**src/sv/hcfr_pkg.sv**
```systemverilog
// Shared constants and types of the header checksum frame receiver.
package hcfr_pkg;

    localparam int unsigned WinDepth = 7;
    localparam int unsigned CntW     = 3;

    typedef logic [7:0]      byte_t;
    typedef logic [CntW-1:0] cnt_t;

    localparam byte_t HDR_FIRST  = 8'h55;
    localparam byte_t HDR_SECOND = 8'h5A;

    localparam logic [1:0] REG_EXPECTED_CMD = 2'd0;
    localparam logic [1:0] REG_FRAME_LEN    = 2'd1;

    localparam byte_t CMD_RESET       = 8'h00;
    localparam cnt_t  FRAME_LEN_SHORT = 3'd6;
    localparam cnt_t  FRAME_LEN_LONG  = 3'd7;
    localparam cnt_t  FRAME_LEN_RESET = FRAME_LEN_SHORT;

    typedef enum logic [3:0] {
        ST_IDLE  = 4'b0001,
        ST_ALIGN = 4'b0010,
        ST_CHECK = 4'b0100,
        ST_DROP  = 4'b1000
    } state_t;

    typedef struct packed {
        logic shift;
        logic load;
    } cell_ctl_t;

endpackage

```
**src/sv/hcfr_ifs.sv**
```systemverilog
// Channel interfaces of the frame receiver: received bytes, responses and register writes.
interface hcfr_rx_if;
    logic       valid;
    logic       ready;
    logic [7:0] rx_byte;

    modport source (output valid, output rx_byte, input ready);
    modport sink   (input valid, input rx_byte, output ready);
endinterface

interface hcfr_resp_if;
    logic       valid;
    logic       ready;
    logic [7:0] resp_cmd;
    logic [7:0] resp_byte3;
    logic [7:0] resp_byte4;
    logic [7:0] resp_byte5;

    modport source (output valid, output resp_cmd, output resp_byte3,
                    output resp_byte4, output resp_byte5, input ready);
    modport sink   (input valid, input resp_cmd, input resp_byte3,
                    input resp_byte4, input resp_byte5, output ready);
endinterface

interface hcfr_cfg_if;
    logic       valid;
    logic       ready;
    logic [1:0] index;
    logic [7:0] data;

    modport source (output valid, output index, output data, input ready);
    modport sink   (input valid, input index, input data, output ready);
endinterface

```
**src/sv/hcfr_cell.sv**
```systemverilog
// One byte cell of the receive window, loading a new byte or its right neighbour.
module hcfr_cell
    import hcfr_pkg::*;
(
    input  logic      clk,
    input  cell_ctl_t ctl,
    input  byte_t     rx_byte,
    input  byte_t     next_byte,
    output byte_t     q
);

    byte_t byte_reg;
    byte_t byte_next;

    always_comb
    begin
        byte_next = byte_reg;
        if (ctl.load)
        begin
            byte_next = rx_byte;
        end
        else if (ctl.shift)
        begin
            byte_next = next_byte;
        end
    end

    always_ff @(posedge clk)
    begin
        byte_reg <= byte_next;
    end

    assign q = byte_reg;

endmodule

```
**src/sv/hcfr_ctrl.sv**
```systemverilog
// Sequencer of the frame receiver: fill count, header alignment, frame check and response register.
module hcfr_ctrl
    import hcfr_pkg::*;
(
    input  logic      clk,
    input  logic      rst_n,
    input  logic      rx_valid,
    output logic      rx_ready,
    input  logic      cfg_valid,
    output logic      cfg_ready,
    input  logic [1:0] cfg_index,
    input  byte_t     cfg_data,
    input  byte_t     win [WinDepth],
    output cell_ctl_t cell_ctl [WinDepth],
    output logic      resp_valid,
    input  logic      resp_ready,
    output byte_t     resp_cmd,
    output byte_t     resp_byte3,
    output byte_t     resp_byte4,
    output byte_t     resp_byte5
);

    state_t state_reg, state_next;
    cnt_t   count_reg, count_next;
    cnt_t   drop_reg, drop_next;
    byte_t  cmd_reg;
    cnt_t   flen_reg;
    logic   out_valid_reg, out_valid_next;
    byte_t  out_cmd_reg, out_b3_reg, out_b4_reg, out_b5_reg;

    cnt_t   len;
    cnt_t   cnt_after;
    logic   hdr_at_front;
    byte_t  sum_short;
    byte_t  sum_long;
    logic   chk_ok;
    logic   out_free;
    logic   shift;
    logic   load;
    logic   out_load;

    assign len       = (flen_reg == FRAME_LEN_LONG) ? FRAME_LEN_LONG : FRAME_LEN_SHORT;
    assign cnt_after = (count_reg == CntW'(WinDepth)) ? count_reg : count_reg + cnt_t'(1);

    assign hdr_at_front = (count_reg >= cnt_t'(2)) && (win[0] == HDR_FIRST)
                          && (win[1] == HDR_SECOND);

    // The checksum covers the command up to the byte before the last one.
    assign sum_short = win[2] + win[3] + win[4];
    assign sum_long  = sum_short + win[5];
    assign chk_ok    = (win[2] == cmd_reg)
                       && ((len == FRAME_LEN_LONG) ? (sum_long == win[6])
                                                   : (sum_short == win[5]));

    assign out_free  = !out_valid_reg || resp_ready;
    assign rx_ready  = (state_reg == ST_IDLE);
    assign cfg_ready = 1'b1;

    always_comb
    begin
        state_next = state_reg;
        count_next = count_reg;
        drop_next  = drop_reg;
        shift      = 1'b0;
        load       = 1'b0;
        out_load   = 1'b0;
        case (state_reg)
            ST_IDLE:
            begin
                if (rx_valid)
                begin
                    // A full window takes no further byte; the transfer still completes.
                    load       = (count_reg != CntW'(WinDepth));
                    count_next = cnt_after;
                    if (cnt_after >= len)
                    begin
                        state_next = ST_ALIGN;
                    end
                end
            end
            ST_ALIGN:
            begin
                if (hdr_at_front)
                begin
                    state_next = ST_CHECK;
                end
                else if (count_reg <= cnt_t'(1))
                begin
                    count_next = '0;
                    state_next = ST_IDLE;
                end
                else
                begin
                    shift      = 1'b1;
                    count_next = count_reg - cnt_t'(1);
                end
            end
            ST_CHECK:
            begin
                if (count_reg < len)
                begin
                    state_next = ST_IDLE;
                end
                else if (!chk_ok)
                begin
                    shift      = 1'b1;
                    count_next = count_reg - cnt_t'(1);
                    state_next = ST_IDLE;
                end
                else if (out_free)
                begin
                    out_load = 1'b1;
                    if (count_reg == len)
                    begin
                        count_next = '0;
                        state_next = ST_IDLE;
                    end
                    else
                    begin
                        drop_next  = len;
                        state_next = ST_DROP;
                    end
                end
            end
            ST_DROP:
            begin
                shift      = 1'b1;
                count_next = count_reg - cnt_t'(1);
                drop_next  = drop_reg - cnt_t'(1);
                if (drop_reg == cnt_t'(1))
                begin
                    state_next = ST_IDLE;
                end
            end
            default:
            begin
                state_next = ST_IDLE;
            end
        endcase
    end

    always_comb
    begin
        for (int i = 0; i < WinDepth; i++)
        begin
            cell_ctl[i].shift = shift;
            cell_ctl[i].load  = load && (count_reg == CntW'(i));
        end
    end

    always_comb
    begin
        out_valid_next = out_valid_reg;
        if (out_load)
        begin
            out_valid_next = 1'b1;
        end
        else if (resp_ready)
        begin
            out_valid_next = 1'b0;
        end
    end

    always_ff @(posedge clk or negedge rst_n)
    begin
        if (!rst_n)
        begin
            state_reg     <= ST_IDLE;
            count_reg     <= '0;
            drop_reg      <= '0;
            out_valid_reg <= 1'b0;
            cmd_reg       <= CMD_RESET;
            flen_reg      <= FRAME_LEN_RESET;
        end
        else
        begin
            state_reg     <= state_next;
            count_reg     <= count_next;
            drop_reg      <= drop_next;
            out_valid_reg <= out_valid_next;
            if (cfg_valid)
            begin
                case (cfg_index)
                    REG_EXPECTED_CMD: cmd_reg  <= cfg_data;
                    REG_FRAME_LEN:    flen_reg <= cfg_data[CntW-1:0];
                    default:          ;
                endcase
            end
        end
    end

    always_ff @(posedge clk)
    begin
        if (out_load)
        begin
            out_cmd_reg <= win[2];
            out_b3_reg  <= win[3];
            out_b4_reg  <= win[4];
            out_b5_reg  <= win[5];
        end
    end

    assign resp_valid = out_valid_reg;
    assign resp_cmd   = out_cmd_reg;
    assign resp_byte3 = out_b3_reg;
    assign resp_byte4 = out_b4_reg;
    assign resp_byte5 = out_b5_reg;

endmodule

```
**src/sv/header_checksum_frame_receiver.sv**
```systemverilog
// Header checksum frame receiver: a seven-cell byte window with a shifting aligner and frame check.
// Flow: a byte that leaves the window short of a frame needs only its transfer; otherwise the
// transfer is followed by one shift per byte dropped while aligning (up to six), a step that finds
// the header or clears the window, the check (held while a response waits) and, when a long window
// sheds a short frame, one shift per byte shed; no byte is taken until the sequencer is idle again.
// The response is registered by the check; reset clears count, sequencer and flag.
module header_checksum_frame_receiver
    import hcfr_pkg::*;
(
    input  logic        clk,
    input  logic        rst_n,
    hcfr_rx_if.sink     rx,
    hcfr_resp_if.source resp,
    hcfr_cfg_if.sink    cfg
);

    byte_t     win [WinDepth];
    cell_ctl_t cell_ctl [WinDepth];

    hcfr_ctrl u_ctrl (
        .clk        (clk),
        .rst_n      (rst_n),
        .rx_valid   (rx.valid),
        .rx_ready   (rx.ready),
        .cfg_valid  (cfg.valid),
        .cfg_ready  (cfg.ready),
        .cfg_index  (cfg.index),
        .cfg_data   (cfg.data),
        .win        (win),
        .cell_ctl   (cell_ctl),
        .resp_valid (resp.valid),
        .resp_ready (resp.ready),
        .resp_cmd   (resp.resp_cmd),
        .resp_byte3 (resp.resp_byte3),
        .resp_byte4 (resp.resp_byte4),
        .resp_byte5 (resp.resp_byte5)
    );

    // Each cell takes its right neighbour's byte on a shift; the last one has no neighbour.
    for (genvar i = 0; i < WinDepth; i++)
    begin : g_cell
        if (i == WinDepth - 1)
        begin : g_last
            hcfr_cell u_cell (
                .clk       (clk),
                .ctl       (cell_ctl[i]),
                .rx_byte   (rx.rx_byte),
                .next_byte (8'h00),
                .q         (win[i])
            );
        end
        else
        begin : g_mid
            hcfr_cell u_cell (
                .clk       (clk),
                .ctl       (cell_ctl[i]),
                .rx_byte   (rx.rx_byte),
                .next_byte (win[i+1]),
                .q         (win[i])
            );
        end
    end

endmodule

```
**src/flat_wrapper.sv**
```systemverilog
// flat-port wrapper written by rule: the top's interface ports become plain ports
module header_checksum_frame_receiver_flat import hcfr_pkg::*;
  (clk, rst_n, rx_valid, rx_rx_byte, rx_ready, resp_valid, resp_resp_cmd, resp_resp_byte3, resp_resp_byte4, resp_resp_byte5, resp_ready, cfg_valid, cfg_index, cfg_data, cfg_ready);
  hcfr_rx_if rx_i ();
  hcfr_resp_if resp_i ();
  hcfr_cfg_if cfg_i ();
  input  logic clk;
  input  logic rst_n;
  input wire logic [$bits(rx_i.valid)-1:0] rx_valid;
  input wire logic [$bits(rx_i.rx_byte)-1:0] rx_rx_byte;
  output wire logic [$bits(rx_i.ready)-1:0] rx_ready;
  output wire logic [$bits(resp_i.valid)-1:0] resp_valid;
  output wire logic [$bits(resp_i.resp_cmd)-1:0] resp_resp_cmd;
  output wire logic [$bits(resp_i.resp_byte3)-1:0] resp_resp_byte3;
  output wire logic [$bits(resp_i.resp_byte4)-1:0] resp_resp_byte4;
  output wire logic [$bits(resp_i.resp_byte5)-1:0] resp_resp_byte5;
  input wire logic [$bits(resp_i.ready)-1:0] resp_ready;
  input wire logic [$bits(cfg_i.valid)-1:0] cfg_valid;
  input wire logic [$bits(cfg_i.index)-1:0] cfg_index;
  input wire logic [$bits(cfg_i.data)-1:0] cfg_data;
  output wire logic [$bits(cfg_i.ready)-1:0] cfg_ready;
  assign rx_i.valid = rx_valid;
  assign rx_i.rx_byte = rx_rx_byte;
  assign rx_ready = rx_i.ready;
  assign resp_valid = resp_i.valid;
  assign resp_resp_cmd = resp_i.resp_cmd;
  assign resp_resp_byte3 = resp_i.resp_byte3;
  assign resp_resp_byte4 = resp_i.resp_byte4;
  assign resp_resp_byte5 = resp_i.resp_byte5;
  assign resp_i.ready = resp_ready;
  assign cfg_i.valid = cfg_valid;
  assign cfg_i.index = cfg_index;
  assign cfg_i.data = cfg_data;
  assign cfg_ready = cfg_i.ready;
  header_checksum_frame_receiver u_core (.clk(clk), .rst_n(rst_n), .rx(rx_i), .resp(resp_i), .cfg(cfg_i));
endmodule
```
**config.mk**
```make
export PLATFORM = sky130hd
export DESIGN_NAME = header_checksum_frame_receiver_flat
export DESIGN_NICKNAME = d
export VERILOG_FILES = /design/src/sv/hcfr_pkg.sv /design/src/sv/hcfr_ifs.sv /design/src/sv/hcfr_cell.sv /design/src/sv/hcfr_ctrl.sv /design/src/sv/header_checksum_frame_receiver.sv /design/src/flat_wrapper.sv
export SDC_FILE = /design/constraint.sdc
export NUM_CORES = 1
export LEC_CHECK = 0
export ABC_AREA = 1
export BUFFER_PORTS_ARGS = -buffer_cell sky130_fd_sc_hd__buf_2
export CORE_MARGIN = 2
export CORE_UTILIZATION = 60
export CTS_CLUSTER_SIZE = 28
export DETAILED_ROUTE_END_ITERATION = 10
export HOLD_SLACK_MARGIN = 0.1
export PLACE_DENSITY_LB_ADDON = 0.1
export SYNTH_ARGS = -nofsm -noshare
export SYNTH_HDL_FRONTEND = slang
export SYNTH_SLANG_ARGS = --single-unit
export TNS_END_PERCENT = 100
```
**constraint.sdc**
```tcl
create_clock -name clk -period 6.7 [get_ports clk]
set_clock_uncertainty 0.05 [all_clocks]
set_input_delay 0.335 -clock clk [delete_from_list [all_inputs] [get_ports clk]]
set_output_delay 0.335 -clock clk [all_outputs]
set_load 0.05 [all_outputs]
```
-- Yosys cells after proc, flatten, opt, wreduce, memory -nomap -nowiden
Index checks and enable logic that the tools add are counted.
- register bits after elaboration: 110
- input port bits: 23
- output and inout bits: 35
- logic and storage cells: 143
- $add $sub $neg: 6
- $lt $le $gt $ge: 4
- equal/unequal tests: 34
- mux-type cells: 53
- reduce and logical (&&, ||, !) cells: 29
- operators with widths (operator ; number):
    $mux 8 ; 14
    $mux 3 ; 12
    $mux 4 ; 9
    $add 8x8->8 ; 3
    $eq 8x8->1 ; 3
    $eq 3x3->1 const B ; 6
    $reduce_bool 2->1 ; 9
    $eq 8x7->1 const B ; 2
    $pmux 4 s4 ; 1
    $mux 1 ; 14
    $ne 2x2->1 const B ; 7
    $ne 3x3->1 const B ; 4
    $pmux 3 s4 ; 1
    $logic_and 1x1->1 ; 10
    $reduce_and 5->1 ; 2
    $eq 3x1->1 const B ; 2
    $eq 3x2->1 const B ; 2
    $pmux 3 s2 ; 1
    $reduce_and 6->1 ; 1
    $sub 3x1->3 const B ; 2
    $eq 4x1->1 const B ; 1
    $eq 4x2->1 const B ; 1
    $eq 4x3->1 const B ; 1
    $eq 4x4->1 const B ; 1
    other kinds (16) ; 17

-- Depth between registers and ports, before layout
Gate-level depths: netlist (run 1).
- depth in word-level cells: 11
- gate-level depth with buffers: 27
- mapped depth without buffers: 27

-- Cells and area by module
A second synthesis (run 1) with hierarchy kept.
- cells, all modules: 650
- area, all modules: 6008.3 µm²
- by module, submodules not included (module ; instances ; cells each ; area each (µm²) ; sequential area each (µm²)):
    hcfr_ctrl ; 1 ; 404 ; 3543.4 ; 1515.2
    hcfr_cell ; 7 ; 35 ; 351.6 ; 240.2
    header_checksum_frame_receiver ; 1 ; 1 ; 3.8 ; 0.0

-- Least setup slack after synthesis (run 1)
Ideal clock, no wire load.
- kind: flip-flop to flip-flop
- start: register u_core.g_cell[2].g_mid.u_cell.byte_reg[1]
- end: register u_core.u_ctrl.out_b3_reg[0], in the netlist u_core.u_ctrl.resp_byte3[0], enable pin
- library setup time: 387 ps
- arrival time: 3675 ps
- data required time: 6263 ps
- setup slack: 2588 ps
- cell stages (with the launch flop): 24
- path buffers: 0
- clock period less this slack: 4112 ps
- path through: edfxtp_1 -> inv_1 -> fa_1 -> inv_1 -> ha_1 -> inv_1 -> fa_1 -> xnor2_1 -> ha_1 -> a21oi_1 -> nand2_1 -> nand2_1 -> nand2_1 -> nand2_1 -> nand2_1 -> nor2_1 -> nand2_1 -> nor2_2 -> nand3_2 -> nand2_4 -> nand2_4 -> inv_2 -> nand2_1 -> inv_1
- word-level cells in the longest chain between the ends: 9
- elaborated cells on any way between the ends: 11
- classes of those cells: 3 x add/sub; 3 x eq/ne; 4 x mux; 1 x reduce/logical
- RTL lines (what ; RTL line ; RTL):
    from (decl) ; hcfr_cell.sv:12 ; byte_t byte_reg;
    from (signal assigned) ; hcfr_cell.sv:30 ; byte_reg <= byte_next;
    $add 8x8->8 (2 in a row) ; hcfr_ctrl.sv:49 ; assign sum_short = win[2] + win[3] + win[4];
    $add 8x8->8 ; hcfr_ctrl.sv:50 ; assign sum_long = sum_short + win[5];
    $eq 8x8->1 ; hcfr_ctrl.sv:52 ; && ((len == FRAME_LEN_LONG) ? (sum_long == win[6])
    $mux 1 ; hcfr_ctrl.sv:52 ;
    $logic_and 1x1->1 (*) ; hcfr_ctrl.sv:52 ;
    $mux 1 (*) ; hcfr_ctrl.sv:104 ; else if (!chk_ok)
    $mux 1 (*) ; hcfr_ctrl.sv:100 ; if (count_reg < len)
    $mux 1 (*) ; hcfr_ctrl.sv:67 ; case (state_reg)
    net u_core.u_ctrl.out_load ; hcfr_ctrl.sv:40 ; logic out_load;
    to (signal assigned) ; hcfr_ctrl.sv:197 ; out_b3_reg <= win[3];
    to (decl) ; hcfr_ctrl.sv:29 ; byte_t out_cmd_reg, out_b3_reg, out_b4_reg, out_b5_reg;
The timed path passes the listed nets; every way through them passes the cells marked *.
A chain may end at the register's enable or synchronous reset.

-- Worst setup path in the final report (run 1)
- start: register u_core.g_cell[2].g_mid.u_cell.byte_reg[1]
- end: register u_core.g_cell[3].g_mid.u_cell.byte_reg[3], enable pin
- word-level cells in the longest chain between the ends: 10
- elaborated cells on any way between the ends: 12
- classes of those cells: 3 x add/sub; 3 x eq/ne; 4 x mux; 2 x reduce/logical
- RTL lines (what ; RTL line):
    $add 8x8->8 (2 in a row) ; hcfr_ctrl.sv:49
    $add 8x8->8 ; hcfr_ctrl.sv:50
    $eq 8x8->1 ; hcfr_ctrl.sv:52
    $mux 1 ; hcfr_ctrl.sv:52
    $logic_and 1x1->1 (*) ; hcfr_ctrl.sv:52
    $mux 1 (*) ; hcfr_ctrl.sv:104
    $mux 1 (*) ; hcfr_ctrl.sv:100
    $pmux 1 s3 (*) ; hcfr_ctrl.sv:67
    $reduce_bool 2->1 (no source line) (*) ; n/a
    to (signal assigned) ; hcfr_cell.sv:30
    to (decl) ; hcfr_cell.sv:12
Mark *: on every way between the ends. The rest lies on a longest branch, timed or not.

==> results of run 1 <==
cell type report:
class	count	area (um^2)	share of cell area, %
sequential	110	3197	50.33
multi-input combinational	383	2215	34.86
inverter	80	300.3	4.727
timing repair buffer	58	297.8	4.688
tap	129	161.4	2.541
clock buffer	9	123.9	1.950
clock inverter	7	57.56	0.9060
worst reg2reg max path, cell delays in order, from the launching register on:
cell	delay, ns
edfxtp_1	0.48
inv_1	0.11
fa_1	0.41
inv_1	0.07
ha_1	0.17
inv_1	0.06
fa_1	0.40
xnor2_1	0.15
ha_1	0.39
a21oi_1	0.26
nand2_1	0.08
nand2_1	0.08
nand2_1	0.05
nand2_1	0.05
nand2_1	0.05
nor2_1	0.09
nand2_1	0.08
nor2_2	0.09
nand3_2	0.08
nand2_4	0.09
nand2_4	0.07
a211oi_4	0.44
nand2_1	0.35
kinds of logic (layout without fill, tap and decap cells):
logic type / count (synthesis) / count (layout) / synth area share [%]
DFF: 110 / 110 / 55.64
xor gates and xnor gates: 21 / 21 / 3.201
buffers and inverters: 88 / 154 / 5.815
AOI/OAI and AO/OA: 81 / 81 / 7.752
and+or+nand+nor: 244 / 244 / 18.62
adders and majority gates: 31 / 31 / 7.927
other: 1 / 1 / 0.06527
muxes: 5 / 5 / 0.9799
per-stage QoR:
step | power [mW] | area [um^2] | util, %
global placement | 2.321 | 6161 | 66.36
global route | 2.975 | 6352 | 68.42
finish | 2.742 | 6352 | 68.42
floorplan | 2.063 | 5746 | -
CTS | 2.732 | 6352 | 68.42
detailed placement | 2.355 | 6161 | 66.36
path summary, 6_finish.rpt:
check,from,end,slack [ns],cells after the start
setup reg to reg,u_core.g_cell[2].g_mid.u_cell.q[1],u_core.g_cell[3].g_mid.u_cell.q[3],2.23,22
setup / recovery,u_core.g_cell[2].g_mid.u_cell.q[1],u_core.g_cell[3].g_mid.u_cell.q[3],2.23,22
hold reg to reg,u_core.u_ctrl.flen_reg[2],u_core.u_ctrl.flen_reg[2],0.45,2
hold / removal,resp_ready,u_core.u_ctrl.resp_valid,0.14,2
min in group asynchronous,rst_n,u_core.u_ctrl.state_reg[2],0.41,2
max in group asynchronous,rst_n,u_core.u_ctrl.flen_reg[1],5.80,2
Yosys cell counts, drive strengths merged:
cell type  instances
nand3b             1
edfxtp            88
xor2              13
nor3               8
or2                4
fa                 9
nand2            152
a31oi              4
a211oi             1
buf                1
nand3             33
inv               77
conb               1
dfrtp             19
dfstp              3
mux2               5
clkbuf             7
nor2              32
a21o               1
ha                22
o2111ai            1
and2               1
o211ai             2
a221oi             1
o21ai             61
o21a               2
nand4              9
xnor2              8
clkinv             3
a21oi              8
nor4               4
metal layers:
metal | track usage [%] | vias to the layer above
met4 | 9.949 | 0
met2 | 40.44 | 171
met3 | 3.899 | 30
met1 | 36.62 | 1929
met5 | 0 | -
li1 | - | 2068
cells in the final DEF (no fill, tap or decap), types with 9 or more instances in the layout:
| cell type | n |
|---|---|
| inv_1 | 69 |
| o21ai_1 | 36 |
| o21ai_0 | 25 |
| edfxtp_1 | 88 |
| nand2_1 | 148 |
| buf_2 | 56 |
| dfrtp_1 | 19 |
| nor2_1 | 29 |
| xor2_1 | 13 |
| nand3_1 | 32 |
| ha_1 | 22 |
| nand4_1 | 9 |
| clkbuf_8 | 9 |
| fa_1 | 9 |
power by group through the flow:
| stage | Sequential (mW) | Combinational (mW) | Clock (mW) |
|---|---|---|---|
| 3_3_place_gp | 1.01 | 1.31 | 0 |
| 3_5_place_dp | 1.02 | 1.34 | 0 |
| 6_report | 1.00 | 1.36 | 0.377 |
| 2_1_floorplan | 0.975 | 1.09 | 0 |
| 5_1_grt | 1.02 | 1.56 | 0.400 |
| 4_1_cts | 1.00 | 1.35 | 0.380 |
==> impl_metrics.toml, run 1 <==
[status]
outcome = "finished, final reports clean"

[sta]
setup_slack_ns = 2.233
hold_viol = 0
tightestPinTransition_ns = 0.6133
finalCritPeriodShare_pct = 66.67
rsz0062_at_grt = "false"
fmax_mhz = 223.9
slew_violations = 0
setup_violations = 0
fin_setup_tns_ns = 0
hold_ws_ns = 0.1431
period_needed_ns = 4.467
max_slew_margin_pct = 59.00

[detailed_routing]
drt-total-wl_mm = 12.56
met2WireLength_mm = 5.868
drt_iter0_drc = 235
dr_wl_met3_um = 893
routed-via-count = 4198
wl_met1_mm = 5.401
drt.antenna.violating_nets = 0
via_per_inst = 5.410
dr.max_layer_used = "met4"
drt_pass1_iterations = 5
wire_per_inst_um = 16.18
drt_drc_violations_left = 0

[finish]
largest_reg_flops = 48
fillers = 762
drive_above_1_share_pct = 16.23
syn2layout_area_growth_pct = 10.56
n_antenna_cell = 0
layoutNonFillerInstCount = 776
layout.nets = 696

[floorplan]
die_w_um = 101.9
start_util_pct = 61.89
die_h_um = 101.9
coreArea_mm2 = 0.009284
dieArea_mm2 = 0.01037
pin_count = 58
rows = 35

[global_route]
grt_max_degree = 26
grt-ovfl-total = 0
grt_pass1_vias = 4024
grt.total_usage_pct = 25.72
grt_pass1_wl_mm = 20.03
antenna_found_initial = 0

[worst_setup_path]
start_kind = "register"
cpLargestDelayFamily = "adder cells"
cp.arrival_ns = 4.46
path_common_cell = "nand2_1"
worst-path-buf-inv = 3
cp-end-kind = "register"
crit_required_ns = 6.69
critPathMaxFanout = 8
critPathKind = "reg -> reg"
cp_cell_sequence = "inv_1 > fa_1 > inv_1 > ha_1 > inv_1 > fa_1 > xnor2_1 > ha_1 > a21oi_1 > nand2_1 > nand2_1 > nand2_1 > nand2_1 > nand2_1 > nor2_1 > nand2_1 > nor2_2 > nand3_2 > nand2_4 > nand2_4 > a211oi_4 > nand2_1"
critPathSlowestCell = "edfxtp_1"
slowest_delay_ns = 0.48

[clock_network]
cts_inserted_buffers = 9
clock_latency_ns = 0.37
clk_path_buf_depth = 2
cts_hold_buf = 1
clkSinkCount = 110
cts_tree = "done"
cts_max_level = 3
cts_resized = 0
clkTransAtPathRegs_ns = 0.10
clock-root-buffer = "clkbuf_8"
cts_setup_buffers = 0

[placement]
dp_worst_setup_slack_ns = 2.256
gp_congestion = 0.9759
placed_cells = 759
hpwl_mm = 9.712
port-buffer-count = 56

[hold_path]
hold_class = "in -> reg"

[power_and_ir_drop]
p_sw_mw = 1.188
seqPwrFrac_pct = 36.5
p_sw_share_pct = 43.34
combPwrFrac_pct = 49.7
power.share.clock_pct = 13.7
p_leak_nw = 2.881
max-vdd-ir-drop_mv = 0.2436
powerDensity_mw_per_mm2 = 431.6
internal_power_mw = 1.553

[synth]
yosysTopAreaCell = "edfxtp_1"
synth_cells = 581
synth_top_cell_area_share_pct = 45.99
synth.area.top_cells = "edfxtp_1 46%, nand2_1 9.7%, dfrtp_1 8.3%, ha_1 4.8%, inv_1 4.5%"
synth_seq_cells = 110
yosysUniqueCellTypes = 40
yosysWarnings = 0
netlist_area_mm2 = 0.005746
synth_area_per_cell_um2 = 9.889
syn_nets = 635
seq_area_frac_synth_pct = 55.64

[run]
drv_cap = 0
Note: power is estimated with default switching activity, not from simulation.
==> run 2, diff against run 1 <==
--- a/config.mk
+++ b/config.mk
@@ -8,7 +8,7 @@
 export ABC_AREA = 1
 export BUFFER_PORTS_ARGS = -buffer_cell sky130_fd_sc_hd__buf_2
 export CORE_MARGIN = 2
-export CORE_UTILIZATION = 60
+export CORE_UTILIZATION = 54
 export CTS_CLUSTER_SIZE = 28
 export DETAILED_ROUTE_END_ITERATION = 10
 export HOLD_SLACK_MARGIN = 0.1
==> constraint.sdc (replaced) <==
create_clock -name clk -period 3.7 [get_ports clk]
set_clock_uncertainty 0.05 [all_clocks]
set_input_delay 0.185 -clock clk [delete_from_list [all_inputs] [get_ports clk]]
set_output_delay 0.185 -clock clk [all_outputs]
set_load 0.05 [all_outputs]
==> run 2 against run 1 <==
  * The run now ends with setup timing left
  * Register-to-register slack worse by 2.6 ns
  * Cell count is 9.0% higher
  * Non-clock buffer count is 63 higher
  * Sequential power is 79% higher
  * Via count is 9.1% higher
  * Fmax is 9.6% higher
  * Hold slack worse by 0.0022 ns
  * Power is 120% higher
  * Cell area is 13% higher
  * Combinational power grew to 2.6 times the previous value
  * Die area is 11% higher
  * Largest cell class unchanged
  * Largest power group unchanged
==> impl_metrics.toml, run 2 (synthesized netlist as in run 1, its figures left out) <==
[finish]
final_cell_mix = "131 x nand2_1, 88 x edfxtp_1, 60 x inv_1"
n_antenna_cell = 0
largest_reg_flops = 48
mostFrequentLayoutCell = "nand2_1"
layout.nets = 759
design_area_mm2 = 0.007196
multi_input_area_mm2 = 0.002477
postLayoutCoreUtil_pct = 69.70
drive_above_1_share_pct = 29.15
syn2layout_area_growth_pct = 25.24
seqCellArea_mm2 = 0.003197
fillers = 778
layoutNonFillerInstCount = 846

[power_and_ir_drop]
p_sw_share_pct = 42.28
internal_power_mw = 3.509
powerDensity_mw_per_mm2 = 844.7
p_sw_mw = 2.570
max-vdd-ir-drop_mv = 0.6793
seqPwrFrac_pct = 29.4
p_leak_nw = 3.254
power_mw = 6.078
power.share.clock_pct = 11.5
combPwrFrac_pct = 59.1

[sta]
tightestPinTransition_ns = 0.8848
hold_ws_ns = 0.1410
setup_slack_ns = -0.3772
rsz0062_at_grt = "true"
slew_violations = 0
setup_violations = 96
fmax_mhz = 245.3
period_needed_ns = 4.077
max_slew_margin_pct = 40.83
finalCritPeriodShare_pct = 110.2
hold_viol = 0

[detailed_routing]
drt.antenna.violating_nets = 0
drt_drc_violations_left = 0
drt_pass1_iterations = 5
via_per_inst = 5.411
routed-via-count = 4578
drt-total-wl_mm = 13.90
drt_iter0_drc = 282
wire_per_inst_um = 16.43

[hold_path]
hold_class = "in -> reg"
min_from = "cfg_valid"

[status]
violations = "setup timing"
outcome = "complete, but fails checks"

[worst_setup_path]
slowest_delay_ns = 0.44
crit_start = "u_core.g_cell[4].g_mid.u_cell.q[1]"
crit_required_ns = 3.76
critPathSlowestCell = "edfxtp_1"
path_common_cell = "inv_2"
r2r_start = "u_core.g_cell[4].g_mid.u_cell.q[1]"
critPathMaxFanout = 8
start_kind = "register"
cp_cell_sequence = "inv_2 > fa_1 > inv_2 > ha_4 > inv_2 > fa_2 > inv_2 > a31oi_4 > xnor2_2 > ha_4 > a21oi_1 > o211ai_1 > xor2_1 > nor2_2 > nand3_2 > nand2_4 > nand2_4 > a211oi_4 > buf_6 > buf_12 > nand2_8"
cp-end-kind = "register"
cp.arrival_ns = 4.14
critPathKind = "reg -> reg"

[global_route]
grt-ovfl-total = 0
antenna_found_initial = 0
grt_pass1_wl_mm = 22.06
grt_max_degree = 33
grt.total_usage_pct = 25.12
grt_pass1_vias = 4446

[floorplan]
die_h_um = 107.2
rows = 37
die_w_um = 107.2
dieArea_mm2 = 0.01148
start_util_pct = 55.65
coreArea_mm2 = 0.01032
pin_count = 58

[clock_network]
cts_inserted_buffers = 9
clkSinkCount = 110
cts_tree = "done"
cts_max_level = 3
clock_latency_ns = 0.38
clkTransAtPathRegs_ns = 0.11
clock-root-buffer = "clkbuf_8"
clk_path_buf_depth = 2

[placement]
hpwl_mm = 10.03
port-buffer-count = 56
placed_cells = 806
dpl_cell_area_mm2 = 0.006509
gp_congestion = 0.9274

[run]
drv_cap = 0
==> run 2: cell types whose count changed in the layout (fill, tap and decap cells not counted), moves of 4 or more <==
| cell | previous run | this run |
|---|---|---|
| inv_1 | 69 | 60 |
| inv_2 | 8 | 16 |
| nand2_2 | 2 | 12 |
| buf_4 | 1 | 45 |
| ha_1 | 22 | 16 |
| nand3_1 | 32 | 28 |
| dlygate4sd3_1 | 1 | 10 |
| buf_6 | 0 | 7 |
| nand2_1 | 148 | 131 |
| nand2_4 | 2 | 8 |
| ha_4 | 0 | 6 |
==> run 2: worst max-delay path, delay by kind of cell (launching register included) <==
kind,cells,cell delay (ns)
adder cells (fa/ha/maj),4,1.21
buffers and inverters,6,0.63
AO/OA/AOI/OAI,4,0.63
XOR/XNOR,2,0.41
AND/OR/NAND/NOR,5,0.42
flip-flops,1,0.44
==> run 2: power by group through the flow <==
stage               Clock, mW  Sequential [mW]  Combinational, mW
floorplan                   0             1.77               2.01
global placement            0             1.80               2.75
detailed placement          0             1.81               2.85
CTS                     0.698             1.78               3.06
global route            0.749             1.81               3.98
finish                  0.697             1.79               3.59
==> run 2: layer usage <==
layer	wire length, um	GRT usage (%)
met4	420	9.184
met5	0	0
met3	835	5.046
met1	5940	34.43
met2	6708	39.87
==> run 2: final timing paths <==
check	endpoint	slack, ns	cells past startpoint
max	u_core.g_cell[2].g_mid.u_cell.q[4]	-0.38	21
min	u_core.u_ctrl.flen_reg[2]	0.14	3
max reg2reg	u_core.g_cell[2].g_mid.u_cell.q[4]	-0.38	21
min reg2reg	u_core.u_ctrl.flen_reg[2]	0.45	2
max in group asynchronous	u_core.u_ctrl.flen_reg[1]	3.01	2
min in group asynchronous	u_core.u_ctrl.cmd_reg[5]	0.23	2
==> run 2: area by class of cell <==
type                            count  area share [%]
Clock buffer                       10           1.913
Clock inverter                      6          0.6260
Inverter                           80           4.260
Multi-Input combinational cell    383           34.43
Sequential cell                   110           44.43
Tap cell                          136           2.365
Timing Repair Buffer              121           11.98
==> run 2: through the flow <==
step / setup WS, ns / TNS [ns]
after detailed placement: -0.5049 / -39.65
after floorplan: -0.1421 / -10.77
after global placement: -0.3832 / -27.14
after CTS: -0.3535 / -29.22
final: -0.3772 / -30.59
after global routing: -0.5352 / -46.43
==> run 2: repair_timing <==
action                                  4_1_cts  5_1_grt
resized for setup                            32       32
buffers inserted                              7        7
gates cloned                                  0        2
pin swaps                                     3       29
hold endpoints to repair                     34        0
hold buffers                                 10        0
endpoints found under the setup margin       99       99
==> run 3, diff against run 2 <==
--- a/config.mk
+++ b/config.mk
@@ -8,11 +8,12 @@
 export ABC_AREA = 1
 export BUFFER_PORTS_ARGS = -buffer_cell sky130_fd_sc_hd__buf_2
 export CORE_MARGIN = 2
-export CORE_UTILIZATION = 54
+export CORE_UTILIZATION = 59
 export CTS_CLUSTER_SIZE = 28
 export DETAILED_ROUTE_END_ITERATION = 10
 export HOLD_SLACK_MARGIN = 0.1
 export PLACE_DENSITY_LB_ADDON = 0.1
+export SETUP_SLACK_MARGIN = 0.5
 export SYNTH_ARGS = -nofsm -noshare
 export SYNTH_HDL_FRONTEND = slang
 export SYNTH_SLANG_ARGS = --single-unit
==> constraint.sdc (replaced) <==
create_clock -name clk -period 4.3 [get_ports clk]
set_clock_uncertainty 0.05 [all_clocks]
set_input_delay 0.215 -clock clk [delete_from_list [all_inputs] [get_ports clk]]
set_output_delay 0.215 -clock clk [all_outputs]
set_load 0.05 [all_outputs]
==> run 3 against run 2 <==
  * The run now ends clean
  * Power shrank 15%
  * First-iteration DRC count is 7.8% lower
  * Non-clock buffer count decreased by 16
  * Wire length rose by 1.3%
  * Worst setup slack gained 0.51 ns
  * Utilization is 4.9 points higher
==> impl_metrics.toml, run 3 (synthesized netlist as in run 1, its figures left out) <==
[status]
outcome = "finished, final reports clean"

[sta]
fmax_mhz = 240.0
finalCritPeriodShare_pct = 96.88
tightestPinTransition_ns = 0.6999
period_needed_ns = 4.166
hold_ws_ns = 0.1504
max_slew_margin_pct = 53.20
slew_violations = 0
setup_violations = 0
hold_viol = 0
rsz0062_at_grt = "true"

[worst_setup_path]
cp.arrival_ns = 4.27
cp-end-kind = "register"
cpLargestDelayFamily = "adder cells"
critPathKind = "reg -> reg"
start_kind = "register"
worst-path-stages = 23
critPathSlowestCell = "edfxtp_1"
crit_required_ns = 4.41
reg2reg_depth = 23
critPathMaxFanout = 8
worst-path-buf-inv = 7
path_common_cell = "inv_2"
slowest_delay_ns = 0.44
cp_cell_sequence = "inv_2 > fa_1 > inv_2 > ha_4 > inv_2 > fa_2 > inv_2 > a31oi_4 > xnor2_2 > ha_4 > nand2_4 > inv_2 > nand4_1 > o211ai_1 > xor2_1 > nor2_2 > nand3_2 > nand2_4 > nand2_4 > a211oi_4 > buf_6 > nand2_2 > buf_6"

[detailed_routing]
drt.antenna.violating_nets = 0
drt-total-wl_mm = 14.08
drt_pass1_iterations = 5
wire_per_inst_um = 17.02
via_per_inst = 5.461
drt_iter0_drc = 260
routed-via-count = 4516
drt_drc_violations_left = 0

[global_route]
grt.total_usage_pct = 27.27
grt_max_degree = 33
grt-ovfl-total = 0
grt_pass1_vias = 4245
antenna_found_initial = 0
grt_pass1_wl_mm = 21.33

[power_and_ir_drop]
powerDensity_mw_per_mm2 = 725.2
max-vdd-ir-drop_mv = 0.5781
p_leak_nw = 3.187
power_mw = 5.194

[run]
drv_cap = 0

[clock_network]
cts_max_level = 3
clkSinkCount = 110
cts_tree = "done"
clk_path_buf_depth = 2
clock_latency_ns = 0.39
cts_inserted_buffers = 9
clkTransAtPathRegs_ns = 0.10
clock-root-buffer = "clkbuf_8"

[floorplan]
rows = 36
die_w_um = 102.7
pin_count = 58
coreArea_mm2 = 0.009594
start_util_pct = 59.89
die_h_um = 102.7
dieArea_mm2 = 0.01054

[hold_path]
hold_class = "in -> reg"
hold_depth = 3

[finish]
postLayoutCoreUtil_pct = 74.65
largest_reg_flops = 48
drive_above_1_share_pct = 27.23
final_cell_mix = "133 x nand2_1, 88 x edfxtp_1, 59 x inv_1"
layout.nets = 743
mostFrequentLayoutCell = "nand2_1"
layoutNonFillerInstCount = 827
syn2layout_area_growth_pct = 24.65
n_antenna_cell = 0

[placement]
port-buffer-count = 56
hpwl_mm = 9.851
gp_congestion = 0.9390
placed_cells = 781
run 3: cell types whose count changed in the layout (fill, tap and decap cells not counted), sizes merged:
| cell | change |
|---|---|
| bufinv | +2 |
| inv | -2 |
| clkbuf | +2 |
| clkinv | -1 |
| buf | -17 |
run 3: area by class of cell:
class                   instances  area (um^2)
inverters                      80        306.5
flip-flops and latches        110         3197
well taps                     133        166.4
repair buffers                105        784.5
clock buffers                  11        131.4
clock inverters                 5        81.33
fillers                       655         2432
multi-input cells             383         2495
run 3: per-layer routing:
layer / vias to the layer above / GRT usage [%] / wire length, um
li1: 2163 / - / -
met4: 0 / 10.05 / 301
met3: 25 / 3.390 / 991
met1: 2130 / 37.45 / 5747
met5: - / 0 / 0
met2: 198 / 45.00 / 7037
run 3: timing repair:
| action | in CTS | in global routing |
|---|---|---|
| setup buffers | 11 | 6 |
| setup endpoints to repair | 97 | 99 |
| resized for setup | 44 | 37 |
| hold endpoints to repair | 34 | 0 |
| hold buffers | 10 | 0 |
| gates cloned | 0 | 3 |
| pin swaps | 20 | 23 |
run 3: through the flow:
step | setup TNS (ns) | worst slack [ns] | area [um^2]
4_1_cts | 0 | 0.2396 | 6912
2_1_floorplan | 0 | 0.4579 | 5754
6_report | 0 | 0.1341 | 7162
3_3_place_gp | 0 | 0.09993 | 6322
5_1_grt | -1.008 | -0.03260 | 7162
3_5_place_dp | 0 | 0.02628 | 6322
run 3: path summary, 6_finish.rpt:
kind	start	end	slack, ns
worst min-delay path	cfg_index[1]	u_core.u_ctrl.flen_reg[1]	0.15
worst max register to register	u_core.g_cell[3].g_mid.u_cell.q[1]	u_core.g_cell[3].g_mid.u_cell.q[3]	0.13
min in group asynchronous	rst_n	u_core.u_ctrl.flen_reg[0]	0.27
worst max-delay path	u_core.g_cell[3].g_mid.u_cell.q[1]	u_core.g_cell[3].g_mid.u_cell.q[3]	0.13
max in group asynchronous	rst_n	u_core.u_ctrl.state_reg[0]	3.57
worst min register to register	u_core.u_ctrl.flen_reg[2]	u_core.u_ctrl.flen_reg[2]	0.45
run 3: worst min-delay path, delay by kind of cell:
family / cells / cell delay (ns)
simple gates: 1 / 0.19
compound gates: 1 / 0.10
buf+inv: 1 / 0.09
run 3: report_power, final:
part	internal, mW	switching (mW)	leakage [nW]	total (mW)
logic	1.26	1.69	2.00	2.96
registers	1.40	0.150	1.08	1.55
clock network	0.330	0.353	0.106	0.683
